## src/sv/stt_pkg.sv

```systemverilog
// ----------------------------------------------------------------------------
// stt_pkg: shared types and codes for the software timer table
// Word formats for the request and response channels, the table entry
// layout, and the opcode and result kind codes.
// ----------------------------------------------------------------------------
package stt_pkg;

  // Request opcodes
  localparam logic [1:0] OP_TICK         = 2'd0;
  localparam logic [1:0] OP_ADD_PERIODIC = 2'd1;
  localparam logic [1:0] OP_ADD_ONESHOT  = 2'd2;

  // Response kinds
  localparam logic [1:0] KIND_ACCEPT = 2'd0;
  localparam logic [1:0] KIND_REJECT = 2'd1;
  localparam logic [1:0] KIND_FIRED  = 2'd2;

  // Most responses reported for one tick; further expiries are silent
  localparam int MAX_RESULTS = 16;
  localparam int RES_CNT_W   = $clog2(MAX_RESULTS + 1);

  typedef struct packed {
    logic [1:0]  opcode;
    logic [7:0]  handler_id;
    logic [31:0] tick_count;
  } req_word_t;

  typedef struct packed {
    logic [1:0] kind;
    logic [7:0] fired_handler;
    logic       last;
  } rsp_word_t;

  // One timer entry; reload of zero marks a one-shot timer
  typedef struct packed {
    logic [7:0]  handler;
    logic [31:0] reload;
    logic [31:0] counter;
  } entry_t;

endpackage

```

## src/sv/software_timer_table.sv

```systemverilog
// ----------------------------------------------------------------------------
// software_timer_table: ordered table of periodic and one-shot timers
// Top level joining the table memory and its sequencer.
// ----------------------------------------------------------------------------
// An add is accepted in the idle state and its response word passes through the
// pending stage into the output register. A tick walks the table (and waits
// while a stalled response holds it): the sequencer reads an entry through the
// registered read port in S_READ, then updates it and writes it back through the
// write port in S_PROC, closing up removed one-shot entries as it goes.
// No new request is taken until the current one has handed off its last word.
// The table needs no clearing after reset; it is used from the first cycle.
module software_timer_table
  import stt_pkg::*;
#(
  parameter int SLOTS = 16
) (
  input  logic      clk,
  input  logic      rst,
  input  logic      req_valid,
  output logic      req_stall,
  input  req_word_t req,
  output logic      rsp_valid,
  input  logic      rsp_stall,
  output rsp_word_t rsp
);

  localparam int IDX_W = (SLOTS > 1) ? $clog2(SLOTS) : 1;
  localparam int CNT_W = $clog2(SLOTS + 1);

  logic             wr_en;
  logic [IDX_W-1:0] wr_addr;
  entry_t           wr_entry;
  logic             rd_en;
  logic [IDX_W-1:0] rd_addr;
  entry_t           rd_entry;

  // Timer table storage
  stt_mem #(
    .SLOTS (SLOTS),
    .IDX_W (IDX_W)
  ) u_mem (
    .clk      (clk),
    .wr_en    (wr_en),
    .wr_addr  (wr_addr),
    .wr_entry (wr_entry),
    .rd_en    (rd_en),
    .rd_addr  (rd_addr),
    .rd_entry (rd_entry)
  );

  // Sequencer
  stt_ctrl #(
    .SLOTS (SLOTS),
    .IDX_W (IDX_W),
    .CNT_W (CNT_W)
  ) u_ctrl (
    .clk       (clk),
    .rst       (rst),
    .req_valid (req_valid),
    .req_stall (req_stall),
    .req       (req),
    .rsp_valid (rsp_valid),
    .rsp_stall (rsp_stall),
    .rsp       (rsp),
    .wr_en     (wr_en),
    .wr_addr   (wr_addr),
    .wr_entry  (wr_entry),
    .rd_en     (rd_en),
    .rd_addr   (rd_addr),
    .rd_entry  (rd_entry)
  );

endmodule

```

## src/sv/stt_mem.sv

```systemverilog
// ----------------------------------------------------------------------------
// stt_mem: timer table storage
// One write port and one read port; read data is registered and holds
// until the next read.
// ----------------------------------------------------------------------------
module stt_mem
  import stt_pkg::*;
#(
  parameter int SLOTS = 16,
  parameter int IDX_W = (SLOTS > 1) ? $clog2(SLOTS) : 1
) (
  input  logic             clk,
  input  logic             wr_en,
  input  logic [IDX_W-1:0] wr_addr,
  input  entry_t           wr_entry,
  input  logic             rd_en,
  input  logic [IDX_W-1:0] rd_addr,
  output entry_t           rd_entry
);

  entry_t table_mem [SLOTS];

  // Write port
  always_ff @(posedge clk) begin
    if (wr_en) begin
      table_mem[wr_addr] <= wr_entry;
    end
  end

  // Registered read port
  always_ff @(posedge clk) begin
    if (rd_en) begin
      rd_entry <= table_mem[rd_addr];
    end
  end

endmodule

```

## src/sv/stt_ctrl.sv

```systemverilog
// ----------------------------------------------------------------------------
// stt_ctrl: timer table sequencer
// Appends timers, walks the table on a tick with a read pointer and a
// compacting write pointer, and delivers response words through a
// pending stage and an output register.
// ----------------------------------------------------------------------------
module stt_ctrl
  import stt_pkg::*;
#(
  parameter int SLOTS = 16,
  parameter int IDX_W = (SLOTS > 1) ? $clog2(SLOTS) : 1,
  parameter int CNT_W = $clog2(SLOTS + 1)
) (
  input  logic             clk,
  input  logic             rst,
  input  logic             req_valid,
  output logic             req_stall,
  input  req_word_t        req,
  output logic             rsp_valid,
  input  logic             rsp_stall,
  output rsp_word_t        rsp,
  output logic             wr_en,
  output logic [IDX_W-1:0] wr_addr,
  output entry_t           wr_entry,
  output logic             rd_en,
  output logic [IDX_W-1:0] rd_addr,
  input  entry_t           rd_entry
);

  typedef enum logic [3:0] {
    S_IDLE  = 4'b0001,
    S_READ  = 4'b0010,
    S_PROC  = 4'b0100,
    S_FLUSH = 4'b1000
  } state_t;

  state_t               state;
  logic [CNT_W-1:0]     occ;        // occupied entries
  logic [CNT_W-1:0]     rptr;       // walk read pointer
  logic [CNT_W-1:0]     wptr;       // walk write pointer (compaction)
  logic [RES_CNT_W-1:0] nres;       // responses reported in this tick
  logic                 pend_valid;
  logic [1:0]           pend_kind;
  logic [7:0]           pend_handler;

  logic                 req_acc;
  logic                 is_add;
  logic                 add_ok;
  logic                 out_free;
  logic [31:0]          dec;
  logic                 fire;
  logic                 keep;
  logic                 emit;
  logic                 proc_go;
  logic [CNT_W-1:0]     rptr_inc;
  logic [CNT_W-1:0]     wptr_next;

  assign req_stall = (state != S_IDLE);
  assign req_acc   = req_valid && !req_stall;
  assign is_add    = (req.opcode == OP_ADD_PERIODIC) || (req.opcode == OP_ADD_ONESHOT);
  assign add_ok    = (occ < CNT_W'(SLOTS)) && (req.tick_count != 32'd0);
  assign out_free  = !rsp_valid || !rsp_stall;

  // Per-entry tick update
  assign dec       = rd_entry.counter - 32'd1;
  assign fire      = (dec == 32'd0);
  assign keep      = !fire || (rd_entry.reload != 32'd0);
  assign emit      = fire && (nres < RES_CNT_W'(MAX_RESULTS));
  assign proc_go   = !(emit && pend_valid && !out_free);
  assign rptr_inc  = rptr + CNT_W'(1);
  assign wptr_next = keep ? (wptr + CNT_W'(1)) : wptr;

  // Table access
  assign rd_en   = (state == S_READ);
  assign rd_addr = rptr[IDX_W-1:0];

  always_comb begin
    wr_en    = 1'b0;
    wr_addr  = wptr[IDX_W-1:0];
    wr_entry = rd_entry;
    if (state == S_IDLE) begin
      wr_en            = req_acc && is_add && add_ok;
      wr_addr          = occ[IDX_W-1:0];
      wr_entry.handler = req.handler_id;
      wr_entry.reload  = (req.opcode == OP_ADD_PERIODIC) ? req.tick_count : 32'd0;
      wr_entry.counter = req.tick_count;
    end else if (state == S_PROC) begin
      wr_en            = proc_go && keep;
      wr_entry.counter = fire ? rd_entry.reload : dec;
    end
  end

  // Sequencer and pending response
  always_ff @(posedge clk) begin
    if (rst) begin
      state      <= S_IDLE;
      occ        <= '0;
      rptr       <= '0;
      wptr       <= '0;
      nres       <= '0;
      pend_valid <= 1'b0;
    end else begin
      case (state)
        S_IDLE: begin
          if (req_acc) begin
            rptr <= '0;
            wptr <= '0;
            nres <= '0;
            if (req.opcode == OP_TICK) begin
              state <= (occ == '0) ? S_FLUSH : S_READ;
            end else if (is_add) begin
              pend_valid   <= 1'b1;
              pend_kind    <= add_ok ? KIND_ACCEPT : KIND_REJECT;
              pend_handler <= 8'd0;
              if (add_ok) begin
                occ <= occ + CNT_W'(1);
              end
              state <= S_FLUSH;
            end
          end
        end
        S_READ: begin
          state <= S_PROC;
        end
        S_PROC: begin
          if (proc_go) begin
            if (emit) begin
              pend_valid   <= 1'b1;
              pend_kind    <= KIND_FIRED;
              pend_handler <= rd_entry.handler;
              nres         <= nres + RES_CNT_W'(1);
            end
            wptr <= wptr_next;
            rptr <= rptr_inc;
            if (rptr_inc == occ) begin
              occ   <= wptr_next;
              state <= S_FLUSH;
            end else begin
              state <= S_READ;
            end
          end
        end
        S_FLUSH: begin
          if (!pend_valid) begin
            state <= S_IDLE;
          end else if (out_free) begin
            pend_valid <= 1'b0;
            state      <= S_IDLE;
          end
        end
        default: begin
          state <= S_IDLE;
        end
      endcase
    end
  end

  // Output register: loads pending word on a new emit or in S_FLUSH (last)
  always_ff @(posedge clk) begin
    if (rst) begin
      rsp_valid <= 1'b0;
    end else if (state == S_PROC && proc_go && emit && pend_valid) begin
      rsp_valid         <= 1'b1;
      rsp.kind          <= pend_kind;
      rsp.fired_handler <= pend_handler;
      rsp.last          <= 1'b0;
    end else if (state == S_FLUSH && pend_valid && out_free) begin
      rsp_valid         <= 1'b1;
      rsp.kind          <= pend_kind;
      rsp.fired_handler <= pend_handler;
      rsp.last          <= 1'b1;
    end else if (!rsp_stall) begin
      rsp_valid <= 1'b0;
    end
  end

  // Checks
  a_compact_behind: assert property (@(posedge clk) disable iff (rst)
    (state == S_PROC) |-> (wptr <= rptr) && (rptr < occ))
    else $error("walk pointers out of order");

  a_occ_range: assert property (@(posedge clk) disable iff (rst)
    occ <= CNT_W'(SLOTS))
    else $error("occupancy above table size");

  a_idle_clean: assert property (@(posedge clk) disable iff (rst)
    (state == S_IDLE) |-> !pend_valid)
    else $error("pending response left in idle");

  a_res_cap: assert property (@(posedge clk) disable iff (rst)
    nres <= RES_CNT_W'(MAX_RESULTS))
    else $error("response count above cap");

endmodule
```

## config.mk

```make
export PLATFORM = sky130hd
export DESIGN_NAME = software_timer_table
export DESIGN_NICKNAME = d
export VERILOG_FILES = /design/src/sv/stt_pkg.sv /design/src/sv/software_timer_table.sv /design/src/sv/stt_mem.sv /design/src/sv/stt_ctrl.sv
export SDC_FILE = /design/constraint.sdc
export NUM_CORES = 1
export LEC_CHECK = 0
export ABC_CLOCK_PERIOD_IN_PS = 9600
export BUFFER_PORTS_ARGS = -buffer_cell sky130_fd_sc_hd__clkbuf_2
export CAP_MARGIN = 30
export CORE_MARGIN = 2
export CORE_UTILIZATION = 47
export CTS_BUF_LIST = sky130_fd_sc_hd__clkbuf_8
export DETAILED_ROUTE_END_ITERATION = 10
export SYNTH_ARGS = -nofsm -noshare
export SYNTH_HDL_FRONTEND = slang
export SYNTH_SLANG_ARGS = --single-unit
```

## constraint.sdc

```tcl
create_clock -name clk -period 9.6 [get_ports clk]
set_input_delay 1.44 -clock clk [delete_from_list [all_inputs] [get_ports clk]]
set_output_delay 1.44 -clock clk [all_outputs]
set_load 0.005 [all_outputs]
```

; ---- Word level (Yosys, flattened, before mapping)
; Memory sizes are Yosys's and may differ from the RTL's. A register that Yosys moved wholly into a read port is not among the register bits.
; Cells that the tools add are included.
[totals]
mem_count = 1
ff_bits = 47
latchBits = 0
in_bits = 46
ram_bits = 1152
rom_bits = 0
elab_cells = 137
[classes]
eq_ne = 18
div_mod_pow = 0
n_lt_le_gt_ge = 2
n_reduce_logical = 37
muxes = 61
mul = 0
n_addsub = 5
bitwise_logic = 1
n_shift = 0
[memory_table]
columns = name, depth, word_bits, read_ports, rd_ports_with_merged_regs, write_ports, line_no
row1 = u_mem.table_mem, 16, 72, 1, 1, 1, stt_mem.sv:21  ; entry_t table_mem [SLOTS];
[ops]
columns = cell, n
row1 = 2-to-1 mux 32 bit, 4
row2 = nonzero test 32 bit, 2
row3 = 2-to-1 mux 5 bit, 12
row4 = 2-to-1 mux 40 bit, 1
row5 = 2-to-1 mux 8 bit, 5
row6 = one-hot mux 5 bit (2 select lines), 4
row7 = 2-to-1 mux 4 bit, 9
row8 = zero test 32 bit, 1
row9 = "subtractor 32 x 1 -> 32 bit, second input constant", 1
row10 = 2-to-1 mux 11 bit, 2
row11 = "adder 5 x 1 -> 5 bit, second input constant", 4
row12 = one-hot mux 4 bit (4 select lines), 1
row13 = one-hot mux 8 bit (2 select lines), 1
row14 = 2-to-1 mux 1 bit, 15
row15 = AND reduction 7 bit, 2
row16 = logical AND 1 bit, 13
row17 = "< comparator 5 bit, second input constant", 2
row18 = 2-to-1 mux 2 bit, 5
row19 = "inequality test 2 x 1 -> 1 bit, second input constant", 5
row20 = AND reduction 4 bit, 2
row21 = zero test 1 bit, 6
row22 = AND reduction 6 bit, 1
row23 = == test 5 bit, 1
row24 = zero test 5 bit, 1
row25 = 20 further kinds, 24

; ---- Depth between registers and ports, before layout
[depth]
ltp_word = 11
ltp_mapped = 15

; ---- Hierarchy
; Synthesis repeated with hierarchy kept, for this count alone.
[hier_totals]
cells_unflattened = 2535
hier_area_um2 = 50031.7
[modules_own_cells]
columns = mod, seq_area_each_um2, area_each_um2, instances, cells_each
row1 = stt_mem, 36755.3, 45272.2, 1, 1850
row2 = stt_ctrl, 1151.1, 4759.6, 1, 685

; ---- Least setup slack after synthesis
; Ideal clock, no wire load.
[synth_timing]
path_type = reg-to-reg
from = register u_ctrl.state[1]
to = register u_ctrl.state[0]
stages_incl_launch_ff = 5
arrival_ps = 8574
setup_slack_ps = 895
setup_time_ps = 131
cell_sequence = dfxtp_1 nor4b_1 o21ai_0 nand2_1 nand2_1
[synth_between]
elab_chain_cells = 5
[synth_lines]
columns = element, line_no
row1 = from (decl), stt_ctrl.sv:37  ; state_t state;
row2 = from (signal assigned), stt_ctrl.sv:110  ; state <= (occ == '0) ? S_FLUSH : S_READ;
row3 = inequality test 4 x 1 -> 1 bit, stt_ctrl.sv:58  ; assign req_stall = (state != S_IDLE);
row4 = zero test 1 bit, stt_ctrl.sv:59  ; assign req_acc = req_valid && !req_stall;
row5 = logical AND 1 bit, stt_ctrl.sv:59
row6 = inequality test 2 x 1 -> 1 bit (no source line), n/a
row7 = AND reduction 4 bit (no source line), n/a
; Several ways; a longest one is shown, not always the timed one.
; A chain may end at the register's enable or synchronous reset.

; ---- Worst setup path after layout
[layout_timing]
from = register u_mem.rd_entry[0] (netlist name)
to = memory u_mem.table_mem[8][0] in the netlist's numbering (enable)
[layout_between]
elab_chain_cells = 11
[layout_lines]
columns = element, line_no
row1 = subtractor 32 x 1 -> 32 bit *, stt_ctrl.sv:65  ; assign dec = rd_entry.counter - 32'd1;
row2 = zero test 32 bit *, stt_ctrl.sv:66  ; assign fire = (dec == 32'd0);
row3 = logical AND 1 bit, stt_ctrl.sv:68  ; assign emit = fire && (nres < RES_CNT_W'(MAX_RESULTS));
row4 = logical AND 1 bit (2 in series), stt_ctrl.sv:69  ; assign proc_go = !(emit && pend_valid && !out_free);
row5 = zero test 1 bit, stt_ctrl.sv:69
row6 = logical AND 1 bit *, stt_ctrl.sv:88  ; wr_en = proc_go && keep;
row7 = 2-to-1 mux 1 bit *, stt_ctrl.sv:87  ; end else if (state == S_PROC) begin
row8 = 2-to-1 mux 1 bit *, stt_ctrl.sv:81  ; if (state == S_IDLE) begin
row9 = 2-to-1 mux 1 bit *, stt_mem.sv:25  ; if (wr_en) begin
row10 = 2-to-1 mux 1 bit (not written as such) *, stt_mem.sv:26  ; table_mem[wr_addr] <= wr_entry;
row11 = to (decl), stt_mem.sv:21
; Every way passes the cells marked *; elsewhere a longest branch is shown, timed or not.

==> results.ini <==
[synthesis]
synthSimpleGateAreaFrac_pct=4.11
synth.area.mux_share_pct=16.2
synth_nets=2477
synth_top_family_by_area=multiplexers
synth_fa_ha_area_share_pct=0.224
synth_area_mm2=0.0502
synthCells=2422
async_flop_share_pct=0
synth_seq_cells=1271
synthDistinctLibCells=67
avgSynthCellArea_um2=20.7
synth-xor-area-share_pct=0.366
ys_warn_count=0
synth-compound-area-share_pct=2.44
seq_area_frac_synth_pct=75.5
synthFlopType=edfxtp_1
synth-edff-count=1245

[setup_path]
crit_slowest_cell=nor2_4
regToRegSetupSlack_ns=3.68
rr_worst_depth=13
critPathKind=flip-flop to flip-flop
r2r_start=u_mem.rd_entry[0]$_DFFE_PN_
end_kind=flip-flop
startpoint=u_mem.rd_entry[0]$_DFFE_PN_
r2r_end=u_mem.table_mem[8][0]$_DFFE_PP_
cp_data_arrival_time_ns=6.39
crit_required_ns=10.06
startpoint_type=flip-flop
crit_path_max_incr_delay_ns=0.84
path_cells=inv_1, ha_1, nor3b_2, nand4_1, nor4b_1, xnor2_1, nand4_1, nor4_4, a21oi_1, o22ai_1, nor2_4, buf_4, buf_4
crit_fanout=30

[sta]
setup_ws_ns=3.68
relSlewSlack_pct=32.6
rsz0062_at_grt=false
holdWs_ns=0.422
setup_viol=0
fin_crit_sh_pct=61.7
fin_skew_ns=0.0494
fin_setup_tns_ns=0
hold_viol=0
worst_slew_pin_slew_ns=1.01
fin_crit_ns=5.92
max_freq_mhz=169
slew_violations=0

[global_route]
grt_usage_pct=23.5
grt_overflow=0
grt_max_degree=111
antenna_found_initial=6
grt_pass1_vias=26300
grt_pass1_wl_mm=184

[routing]
drt_wl_total_mm=126
via_count=25800
firstDrtPassIters=7
routed_via_density=6.14
drc_errors=0
drt_iter0_markers=2767
detail-route-antenna-nets=0
post_drt_wl_per_cell_um=30.0

[floorplan]
start_util_pct=47.6
die_x_um=331
ios=59
dieArea_mm2=0.109
num_rows=119
core-area_mm2=0.106
fp.dieH_um=331

[clocking]
cts-htree-levels=4
post_cts_resized=0
cts.path.max_buffers=3
cts_tree=yes
clock-sinks=1271
clock_latency_ns=0.87
root_buffer=clkbuf_8
post_cts_buffers=0
cts_hold_buf=0
numCtsBuffers=201
clk_pin_slew_worst_paths_ns=0.06

[layout]
final_cells=4198
final_util_pct=53.7
finalNetCount=2689
drive_above_1_share_pct=28.8
nFillCells=8084
syn_to_final_growth_pct=12.9

[run]
cap_violations=0

[power]
peakVddDrop_v=0.000117
powerDensity_mw_per_mm2=226
leakage_uw=0.0175

[placement]
pre_cts_ws_ns=3.79
dp_hpwl_mm=73.6
placed_cells=3814
io_buffer_count=58
place_congestion=0.899

[min_path]
hold_end=u_ctrl.rsp[3]$_DFFE_PP_
hold_depth=0
hp-start=u_ctrl.pend_handler[2]$_SDFFCE_PN0P_
worst_hold_path_type=flip-flop to flip-flop

[run_status]
run_status=finished, final reports clean

==> layout by cell type, fill, tap and decap left out, drive strengths merged, types with 6 or more instances in the layout <==
cell / n
a211oi: 7
a21oi: 53
a221o: 9
a22oi: 21
a31oi: 14
and2: 10
and3: 6
buf: 89
bufinv: 12
clkbuf: 266
clkinv: 87
dfxtp: 26
edfxtp: 1245
ha: 9
inv: 81
mux4: 360
nand2: 147
nand2b: 7
nand3: 52
nand4: 15
nor2: 65
nor3: 30
nor4: 37
nor4b: 8
o21ai: 52
o22ai: 6
or3: 9
or4: 6
xnor2: 13
xor2: 8
==> sequential cells by signal (all words and copies together) (netlist names) <==
register	cells
u_mem.table_mem	1152
u_mem.rd_entry	72
u_ctrl.rsp	11
u_ctrl.pend_handler	8
u_ctrl.nres	5
u_ctrl.occ	5
u_ctrl.rptr	5
u_ctrl.wptr	5
u_ctrl.state	4
u_ctrl.pend_kind	2
u_ctrl.pend_valid	1
u_ctrl.rsp_valid	1
==> routing by layer <==
metal / share of wire, % / vias to the layer above / track usage [%]
li1: - / 10700 / -
met1: 42 / 13900 / 33.1
met2: 49 / 1059 / 37.4
met3: 7.8 / 182 / 5.46
met4: 2.0 / 2 / 6.23
met5: 0.0080 / - / 0
==> cells in the mapped netlist (4+ instances only) <==
| cell type | number | area [µm²] |
|---|---|---|
| a211oi_1 | 7 | 52.6 |
| a21oi_1 | 51 | 255 |
| a221o_1 | 9 | 90.1 |
| a22oi_1 | 21 | 158 |
| a31oi_1 | 14 | 87.6 |
| and2_1 | 10 | 62.6 |
| and3_1 | 5 | 31.3 |
| buf_1 | 28 | 105 |
| buf_2 | 7 | 35.0 |
| clkbuf_1 | 102 | 383 |
| dfxtp_1 | 26 | 521 |
| edfxtp_1 | 1245 | 37400 |
| ha_1 | 9 | 113 |
| inv_1 | 17 | 63.8 |
| mux4_2 | 360 | 8110 |
| nand2_1 | 147 | 552 |
| nand2b_1 | 7 | 43.8 |
| nand3_1 | 51 | 255 |
| nand4_1 | 14 | 87.6 |
| nor2_1 | 65 | 244 |
| nor2b_1 | 4 | 25.0 |
| nor3_1 | 27 | 135 |
| nor4_1 | 34 | 213 |
| nor4b_1 | 8 | 70.1 |
| o211ai_1 | 4 | 30.0 |
| o21ai_0 | 49 | 245 |
| o22ai_1 | 6 | 37.5 |
| or2_2 | 4 | 25.0 |
| or3_1 | 9 | 56.3 |
| or4_1 | 4 | 30.0 |
| xnor2_1 | 13 | 114 |
| xor2_1 | 8 | 70.1 |
==> report_power, final <==
group / switching [µW] / internal (µW)
Sequential: 38.7 / 6850
Combinational: 1170 / 330
Clock: 2090 / 2330
==> area by class of cell <==
cell class / count / area (µm²) / area share [%]
clock buffer: 208 / 2860 / 5.05
clock inverter: 163 / 1000 / 1.77
timing repair buffer: 147 / 1240 / 2.19
tap: 1391 / 1740 / 3.07
antenna: 5 / 12.5 / 0.0221
sequential: 1271 / 37900 / 66.9
inverter: 18 / 67.6 / 0.119
multi-input combinational: 995 / 11900 / 20.9
==> stage by stage <==
stage | total power [µW] | area (µm²)
final | 12800 | 56700
after global routing | 13300 | 56700
after CTS | 12900 | 56500
after detailed placement | 8500 | 52700
after global placement | 8400 | 52400
after floorplan | 7770 | 50200
==> cells by family after synthesis <==
kind of cell	Yosys count
AOI/OAI and AO/OA	192
xor gates and xnor gates	21
adders and majority gates	9
buffers and inverters	156
DFF	1271
muxes	362
and+or+nand+nor	411
==> worst max-delay path by stage <==
stage                                              to  cells after the start
finish                u_mem.table_mem[8][0]$_DFFE_PP_                     13
global route         u_mem.table_mem[8][22]$_DFFE_PP_                     13
CTS                 u_mem.table_mem[14][45]$_DFFE_PP_                     12
detailed placement  u_mem.table_mem[14][45]$_DFFE_PP_                     12
global placement    u_mem.table_mem[14][44]$_DFFE_PP_                     12
floorplan                u_ctrl.state[0]$_SDFFE_PP1P_                      4
==> critical path: cells and delay by family (launching register included) <==
family | cells | cell delay [ns]
xor gates and xnor gates | 1 | 0.12
buffers and inverters | 3 | 1.20
adders and majority gates | 1 | 0.31
and+or+nand+nor | 6 | 2.57
DFF | 1 | 0.50
AOI/OAI and AO/OA | 2 | 0.77
(Power assumes the default switching activity.)
